[src/hdl/mps_pkg.sv]
// ----------------------------------------------------------------------------
// mps_pkg
// Shared types and constants for the music playlist sequencer.
// ----------------------------------------------------------------------------
package mps_pkg;

    localparam int MAX_NODES  = 16;
    localparam int SLOT_BITS  = $clog2(MAX_NODES);
    localparam int LEN_BITS   = 5;
    localparam int CLOCK_BITS = 25;
    localparam int TICK_BITS  = 16;
    localparam int KEY_BITS   = 16;
    localparam int PLAY_BITS  = 24;
    localparam int FADE_BITS  = 16;

    localparam logic [LEN_BITS-1:0] LEN_LIMIT = LEN_BITS'(MAX_NODES);

    typedef enum logic [2:0] {
        CMD_TICK   = 3'd0,
        CMD_LOAD   = 3'd1,
        CMD_PLAY   = 3'd2,
        CMD_STOP   = 3'd3,
        CMD_PAUSE  = 3'd4,
        CMD_RESUME = 3'd5
    } cmd_t;

    typedef enum logic [2:0] {
        ACT_NONE       = 3'd0,
        ACT_START      = 3'd1,
        ACT_START_FADE = 3'd2,
        ACT_HALT       = 3'd3,
        ACT_FADE_OUT   = 3'd4,
        ACT_PAUSE      = 3'd5,
        ACT_RESUME     = 3'd6
    } action_t;

    typedef enum logic [1:0] {
        MODE_STOPPED = 2'd0,
        MODE_PAUSED  = 2'd1,
        MODE_PLAYING = 2'd2,
        MODE_FADING  = 2'd3
    } mode_t;

endpackage

[src/hdl/music_playlist_sequencer_core.sv]
// ----------------------------------------------------------------------------
// music_playlist_sequencer_core
// Steps through a table of music nodes on tick, load, play, stop, pause and
// resume requests, and reports one action per request.
// ----------------------------------------------------------------------------
// Every request yields exactly one result. A request is taken into an input
// register, evaluated against the player state and the node table, and the
// result lands in an output register, so one request per cycle is sustained.
// Only a stalled result register (m_ready low) holds off new requests. The
// node table holds 16 slots of key, play time, fade-in and fade-out time; a
// slot that was never loaded reads back an unspecified value.
module music_playlist_sequencer_core
    import mps_pkg::*;
(
    input  logic                  aclk,
    input  logic                  aresetn,
    input  logic                  s_valid,
    output logic                  s_ready,
    input  logic [2:0]            s_command,
    input  logic [TICK_BITS-1:0]  s_tick_ms,
    input  logic [SLOT_BITS-1:0]  s_node_index,
    input  logic [KEY_BITS-1:0]   s_node_key,
    input  logic [PLAY_BITS-1:0]  s_node_play_ms,
    input  logic [FADE_BITS-1:0]  s_node_fade_in_ms,
    input  logic [FADE_BITS-1:0]  s_node_fade_out_ms,
    input  logic [LEN_BITS-1:0]   s_sequence_length,
    input  logic                  s_loop_flag,
    output logic                  m_valid,
    input  logic                  m_ready,
    output logic [2:0]            m_action,
    output logic [KEY_BITS-1:0]   m_music_key,
    output logic [FADE_BITS-1:0]  m_fade_ms,
    output logic [1:0]            m_player_state,
    output logic [SLOT_BITS-1:0]  m_node_position
);

    // input register
    logic                  in_valid_reg;
    cmd_t                  cmd_reg;
    logic [TICK_BITS-1:0]  tick_reg;
    logic [SLOT_BITS-1:0]  index_reg;
    logic [KEY_BITS-1:0]   key_reg;
    logic [PLAY_BITS-1:0]  play_reg;
    logic [FADE_BITS-1:0]  fade_in_reg;
    logic [FADE_BITS-1:0]  fade_out_reg;
    logic [LEN_BITS-1:0]   len_reg;
    logic                  loop_reg;

    // player state
    mode_t                 mode_reg, mode_next;
    logic [SLOT_BITS-1:0]  slot_reg, slot_next;
    logic [CLOCK_BITS-1:0] clock_reg, clock_next;
    logic                  looping_reg, looping_next;
    logic [LEN_BITS-1:0]   used_len_reg, used_len_next;

    // node table
    logic [KEY_BITS-1:0]   slot_keys     [MAX_NODES];
    logic [PLAY_BITS-1:0]  slot_play     [MAX_NODES];
    logic [FADE_BITS-1:0]  slot_fade_in  [MAX_NODES];
    logic [FADE_BITS-1:0]  slot_fade_out [MAX_NODES];

    // result register
    logic                  out_valid_reg;
    action_t               action_reg, action_next;
    logic [KEY_BITS-1:0]   key_out_reg, key_out_next;
    logic [FADE_BITS-1:0]  fade_ms_reg, fade_ms_next;

    logic                  advance;
    logic [CLOCK_BITS:0]   clock_sum;
    logic [CLOCK_BITS-1:0] clock_adv;
    logic [PLAY_BITS-1:0]  cur_play;
    logic [FADE_BITS-1:0]  cur_fade_out;
    logic                  play_end;
    logic                  fade_end;
    logic [SLOT_BITS:0]    slot_inc;
    logic                  at_last;
    logic                  wrap;
    logic [SLOT_BITS-1:0]  start_slot;
    logic [KEY_BITS-1:0]   start_key;
    logic [FADE_BITS-1:0]  start_fade_in;
    logic [LEN_BITS-1:0]   len_clamped;
    logic                  is_tick;
    logic                  next_node;
    logic                  ends_list;

    assign advance = in_valid_reg && (!out_valid_reg || m_ready);
    assign s_ready = !in_valid_reg || advance;

    always_ff @(posedge aclk) begin
        if (!aresetn) begin
            in_valid_reg <= 1'b0;
        end else if (s_ready) begin
            in_valid_reg <= s_valid;
        end
    end

    always_ff @(posedge aclk) begin
        if (s_ready && s_valid) begin
            cmd_reg      <= cmd_t'(s_command);
            tick_reg     <= s_tick_ms;
            index_reg    <= s_node_index;
            key_reg      <= s_node_key;
            play_reg     <= s_node_play_ms;
            fade_in_reg  <= s_node_fade_in_ms;
            fade_out_reg <= s_node_fade_out_ms;
            len_reg      <= s_sequence_length;
            loop_reg     <= s_loop_flag;
        end
    end

    // current node lookup and clock advance
    assign cur_play     = slot_play[slot_reg];
    assign cur_fade_out = slot_fade_out[slot_reg];
    assign clock_sum    = {1'b0, clock_reg} + (CLOCK_BITS+1)'(tick_reg);
    assign clock_adv    = clock_sum[CLOCK_BITS] ? {CLOCK_BITS{1'b1}}
                                                : clock_sum[CLOCK_BITS-1:0];

    // clock > play - fade_out, kept unsigned by moving fade_out across
    assign play_end = ((CLOCK_BITS+1)'(clock_adv) + (CLOCK_BITS+1)'(cur_fade_out))
                      > (CLOCK_BITS+1)'(cur_play);
    assign fade_end = clock_adv > CLOCK_BITS'(cur_fade_out);

    assign slot_inc = {1'b0, slot_reg} + (SLOT_BITS+1)'(1);
    assign at_last  = LEN_BITS'(slot_inc) >= used_len_reg;
    assign wrap     = at_last && looping_reg;

    assign is_tick   = (cmd_reg == CMD_TICK);
    assign next_node = is_tick && (mode_reg == MODE_FADING) && fade_end;
    assign ends_list = next_node && at_last && !looping_reg;

    // play and wrap start at slot zero; otherwise start the following slot
    assign start_slot    = (cmd_reg == CMD_PLAY || wrap) ? '0 : slot_inc[SLOT_BITS-1:0];
    assign start_key     = slot_keys[start_slot];
    assign start_fade_in = slot_fade_in[start_slot];

    assign len_clamped = (len_reg > LEN_LIMIT) ? LEN_LIMIT : len_reg;

    // next state
    always_comb begin
        mode_next     = mode_reg;
        slot_next     = slot_reg;
        clock_next    = clock_reg;
        looping_next  = looping_reg;
        used_len_next = used_len_reg;
        unique case (cmd_reg)
            CMD_TICK: begin
                if (mode_reg == MODE_PLAYING) begin
                    clock_next = clock_adv;
                    if (play_end) begin
                        mode_next  = MODE_FADING;
                        clock_next = '0;
                    end
                end else if (mode_reg == MODE_FADING) begin
                    clock_next = clock_adv;
                    if (fade_end) begin
                        clock_next = '0;
                        if (ends_list) begin
                            mode_next     = MODE_STOPPED;
                            slot_next     = '0;
                            used_len_next = '0;
                        end else begin
                            mode_next = MODE_PLAYING;
                            slot_next = start_slot;
                        end
                    end
                end
            end
            CMD_PLAY: begin
                slot_next     = '0;
                clock_next    = '0;
                looping_next  = loop_reg;
                used_len_next = len_clamped;
                mode_next     = (len_clamped == '0) ? MODE_STOPPED : MODE_PLAYING;
            end
            CMD_STOP: begin
                if (mode_reg != MODE_STOPPED) begin
                    mode_next     = MODE_STOPPED;
                    slot_next     = '0;
                    clock_next    = '0;
                    used_len_next = '0;
                end
            end
            CMD_PAUSE: begin
                if (mode_reg == MODE_PLAYING) begin
                    mode_next = MODE_PAUSED;
                end
            end
            CMD_RESUME: begin
                if (mode_reg == MODE_PAUSED) begin
                    mode_next = MODE_PLAYING;
                end
            end
            default: begin
            end
        endcase
    end

    // result action
    always_comb begin
        action_next  = ACT_NONE;
        key_out_next = '0;
        fade_ms_next = '0;
        unique case (cmd_reg)
            CMD_TICK: begin
                if (mode_reg == MODE_PLAYING && play_end) begin
                    if (cur_fade_out != '0) begin
                        action_next  = ACT_FADE_OUT;
                        fade_ms_next = cur_fade_out;
                    end else begin
                        action_next = ACT_HALT;
                    end
                end else if (ends_list) begin
                    action_next = ACT_HALT;
                end else if (next_node) begin
                    key_out_next = start_key;
                    if (start_fade_in != '0) begin
                        action_next  = ACT_START_FADE;
                        fade_ms_next = start_fade_in;
                    end else begin
                        action_next = ACT_START;
                    end
                end
            end
            CMD_PLAY: begin
                if (len_clamped != '0) begin
                    key_out_next = start_key;
                    if (start_fade_in != '0) begin
                        action_next  = ACT_START_FADE;
                        fade_ms_next = start_fade_in;
                    end else begin
                        action_next = ACT_START;
                    end
                end else if (mode_reg != MODE_STOPPED) begin
                    action_next = ACT_HALT;
                end
            end
            CMD_STOP: begin
                if (mode_reg != MODE_STOPPED) begin
                    action_next = ACT_HALT;
                end
            end
            CMD_PAUSE: begin
                if (mode_reg == MODE_PLAYING) begin
                    action_next = ACT_PAUSE;
                end
            end
            CMD_RESUME: begin
                if (mode_reg == MODE_PAUSED) begin
                    action_next = ACT_RESUME;
                end
            end
            default: begin
            end
        endcase
    end

    always_ff @(posedge aclk) begin
        if (!aresetn) begin
            mode_reg      <= MODE_STOPPED;
            slot_reg      <= '0;
            clock_reg     <= '0;
            looping_reg   <= 1'b0;
            used_len_reg  <= '0;
            out_valid_reg <= 1'b0;
        end else begin
            if (advance) begin
                mode_reg     <= mode_next;
                slot_reg     <= slot_next;
                clock_reg    <= clock_next;
                looping_reg  <= looping_next;
                used_len_reg <= used_len_next;
                out_valid_reg <= 1'b1;
            end else if (m_ready) begin
                out_valid_reg <= 1'b0;
            end
        end
    end

    always_ff @(posedge aclk) begin
        if (advance) begin
            action_reg  <= action_next;
            key_out_reg <= key_out_next;
            fade_ms_reg <= fade_ms_next;
        end
    end

    // table is live: a load lands before the next request reads it
    always_ff @(posedge aclk) begin
        if (advance && cmd_reg == CMD_LOAD) begin
            slot_keys[index_reg]     <= key_reg;
            slot_play[index_reg]     <= play_reg;
            slot_fade_in[index_reg]  <= fade_in_reg;
            slot_fade_out[index_reg] <= fade_out_reg;
        end
    end

    assign m_valid         = out_valid_reg;
    assign m_action        = action_reg;
    assign m_music_key     = key_out_reg;
    assign m_fade_ms       = fade_ms_reg;
    assign m_player_state  = mode_reg;
    assign m_node_position = slot_reg;

endmodule

[config.mk]
export PLATFORM = sky130hd
export DESIGN_NAME = music_playlist_sequencer_core
export DESIGN_NICKNAME = d
export VERILOG_FILES = /design/src/hdl/mps_pkg.sv /design/src/hdl/music_playlist_sequencer_core.sv
export SDC_FILE = /design/constraint.sdc
export NUM_CORES = 1
export LEC_CHECK = 0
export BUFFER_PORTS_ARGS = -buffer_cell sky130_fd_sc_hd__buf_2
export CORE_MARGIN = 1
export CORE_UTILIZATION = 50
export CTS_BUF_LIST = sky130_fd_sc_hd__clkbuf_4 sky130_fd_sc_hd__clkbuf_8 sky130_fd_sc_hd__clkbuf_16
export DETAILED_ROUTE_END_ITERATION = 8
export PLACE_DENSITY = 0.75
export SKIP_CTS_REPAIR_TIMING = 1
export SLEW_MARGIN = 20
export SYNTH_ARGS = -nofsm -noshare
export SYNTH_HDL_FRONTEND = slang
export SYNTH_SLANG_ARGS = --single-unit
[constraint.sdc]
create_clock -name aclk -period 12.9 [get_ports aclk]
set_input_delay 1.29 -clock aclk [delete_from_list [all_inputs] [get_ports aclk]]
set_output_delay 1.29 -clock aclk [all_outputs]
set_load 0.005 [all_outputs]
==> impl_metrics.py <==
metrics = {
    "drt": {
        "vias": 30400,
        "viasPerCell": 6.39,
        "ant_nets": 0,
        "first_pass_iters": 6,
        "routed_wl_um": 134000,
        "drt-wirelength-per-cell_um": 28.1,
        "drc": 0,
        "drtIter0Drc": 4109,
    },
    "sta": {
        "worst-slew-pin-transition_ps": 1190,
        "period_share_pct": 65.0,
        "hold_viol_final": 0,
        "fmax_mhz": 119,
        "maxSlewViolCount": 0,
        "setup_viol": 0,
        "period_minus_slack_ps": 8390,
        "rsz0062_at_grt": "no",
        "final.setup_skew_ps": 54.3,
        "fin_setup_tns_ps": 0,
        "max_slew_margin_pct": 20.8,
    },
    "critical_path": {
        "critPathLaunchType": "flip-flop",
        "end_kind": "flip-flop",
        "cp.required_ps": 13480,
        "cp_max_fo": 57,
        "path_class": "flip-flop to flip-flop",
        "cp.arrival_ps": 8970,
    },
    "outcome": {
        "outcome": "finished, final reports clean",
    },
    "global_route": {
        "antenna_found_initial": 2,
        "grtUsageTotal_pct": 24.6,
        "gr-total-overflow": 0,
        "grt_max_degree": 96,
        "grt_pass1_wl_um": 194000,
        "grt_pass1_vias": 29500,
    },
    "finish": {
        "final.fill_count": 7740,
        "regMostFlops": "slot_play",
        "final_nets": 3447,
        "largest_reg_flops": 384,
        "drive_above_1_share_pct": 20.7,
        "syn_to_final_growth_pct": 12.5,
    },
    "floorplan": {
        "start_util_pct": 50.7,
        "die_h_um": 330,
        "rows": 119,
        "die_x_um": 330,
        "core_area_um2": 106000,
        "die_area_um2": 109000,
        "pin_count": 148,
    },
    "pwr": {
        "peakVddDrop_mv": 0.118,
        "power_w": 0.00885,
        "power.density_nw_per_um2": 146,
        "leakagePower_nw": 19.5,
    },
    "cts": {
        "tritoncts": "done",
        "cts_buffer_depth": 3,
        "clk_pin_slew_ps": 70,
        "cts_buffers": 136,
        "clkLatencyLatePin_ps": 770,
        "root_buffer": "clkbuf_16",
        "htree_num_levels": 4,
        "clock_sinks": 1331,
    },
    "logic_synthesis": {
        "yosysTopAreaCell": "edfxtp_1",
        "syn_area_per_cell_um2": 17.3,
        "yosysUniqueCellTypes": 87,
        "yosysMostFrequentCell": "edfxtp_1",
        "yosysWarnings": 0,
        "synthArstFlopShare_pct": 0,
        "syn_area_um2": 53700,
        "synth_edf_count": 1288,
        "synth_area_leaders": "edfxtp_1 72%, mux4_2 9.1%, ha_1 1.8%",
        "yosysSeqAreaShare_pct": 73.6,
        "synth-seq-cells": 1331,
        "synth_ff_type": "edfxtp_1",
        "synthCells": 3096,
        "synth.top_cell.area_share_pct": 72.0,
        "netlist_top_cells_count": "1288 x edfxtp_1, 245 x nand2_1, 216 x mux4_2, 104 x nand3_1, 104 x nor2_1",
        "postSynthNetCount": 3281,
    },
    "worst_hold_path": {
        "hp-class": "flip-flop to flip-flop",
    },
    "run": {
        "drv_cap": 0,
    },
    "placement": {
        "gp_congestion": 0.927,
        "portBuffers": 147,
        "dpl.hpwl_um": 73900,
    },
}
-- layer usage --
layer / GRT usage [%] / up-vias / wire length (µm)
li1: - / 12800 / -
met4: 10.7 / 4 / 5460
met2: 38.8 / 1799 / 63700
met3: 3.89 / 282 / 12400
met5: 0 / - / 32
met1: 34.1 / 15500 / 52300
-- cell families after synthesis --
logic type / Yosys count / synth area share [%]
buf+inv: 259 / 1.96
xor+xnor: 38 / 0.634
compound gates: 492 / 6.59
simple gates: 648 / 5.64
mux: 248 / 9.66
flops: 1331 / 73.6
fa+ha+maj: 80 / 1.89
-- power breakdown --
part           internal [W]  switching [W]
clock network       0.00213        0.00169
registers           0.00477      0.0000679
logic             0.0000713       0.000125
-- through the flow --
stage / hold slack, ps / area (µm²) / worst slack, ps / cells / utilization (%)
2_1_floorplan: 429 / 53700 / 5200 / 3096 / -
5_1_grt: 470 / 60400 / 4120 / 4759 / 57.1
4_1_cts: 460 / 60400 / 4690 / 4759 / 57.1
3_5_place_dp: 450 / 56000 / 4750 / 4515 / 52.9
6_report: 458 / 60400 / 4510 / 4760 / 57.1
3_3_place_gp: 440 / 56000 / 4920 / 4515 / 52.9
-- cell usage in the layout, fill, tap and decap left out, types with 12 or more instances in the layout --
cell	n
a21o_1	19
a21oi_1	86
a221oi_1	65
a22o_1	12
a22oi_1	40
a311oi_1	30
a31oi_1	13
buf_2	147
buf_4	60
clkbuf_16	136
clkbuf_4	38
clkinv_1	31
clkinv_2	15
dfxtp_1	38
edfxtp_1	1288
ha_1	78
inv_1	74
mux2i_1	32
mux4_2	216
nand2_1	243
nand3_1	104
nand4_1	25
nor2_1	89
nor2_4	14
nor2b_1	20
nor3_1	74
o211ai_1	24
o21a_1	19
o21ai_0	56
o21ai_1	23
o2bb2ai_1	15
xnor2_1	23
xor2_1	14
-- worst paths after layout --
kind | startpoint | slack (ps) | cells after the start | endpoint
max | flip-flop | 4510 | 26 | m_fade_ms[10]
min | clock_reg[7] | 460 | 2 | clock_reg[7]
max reg2reg | flip-flop | 4510 | 26 | m_fade_ms[10]
min reg2reg | clock_reg[7] | 460 | 2 | clock_reg[7]
-- final cells by class --
class,instances,area (µm²),share of cell area (%)
Inverter,80,303,0.501
Tap cell,1391,1740,2.88
Multi-Input combinational cell,1506,13200,21.9
Antenna cell,1,2.50,0.00414
Timing Repair Buffer,207,1190,1.96
Sequential cell,1331,39600,65.5
Clock inverter,70,706,1.17
Clock buffer,174,3690,6.10
-- worst max-delay path, cell delays in order (launching register included) --
cell	delay (ps)
dfxtp_4	940
buf_4	800
buf_4	740
mux4_2	410
a22oi_1	210
nand2_1	250
ha_1	420
a21oi_1	170
o21ai_0	190
o21a_1	210
nor2_1	150
o21bai_1	90
a21oi_1	240
o21bai_1	110
a21oi_1	180
xnor2_1	90
ha_1	290
nand4_1	150
a2111oi_0	390
o41a_1	240
o31ai_1	70
a31o_2	270
o41a_1	110
nand2_1	110
nand4b_1	170
a21oi_1	890
a22o_1	250
Note: power is estimated with default switching activity, not from simulation.
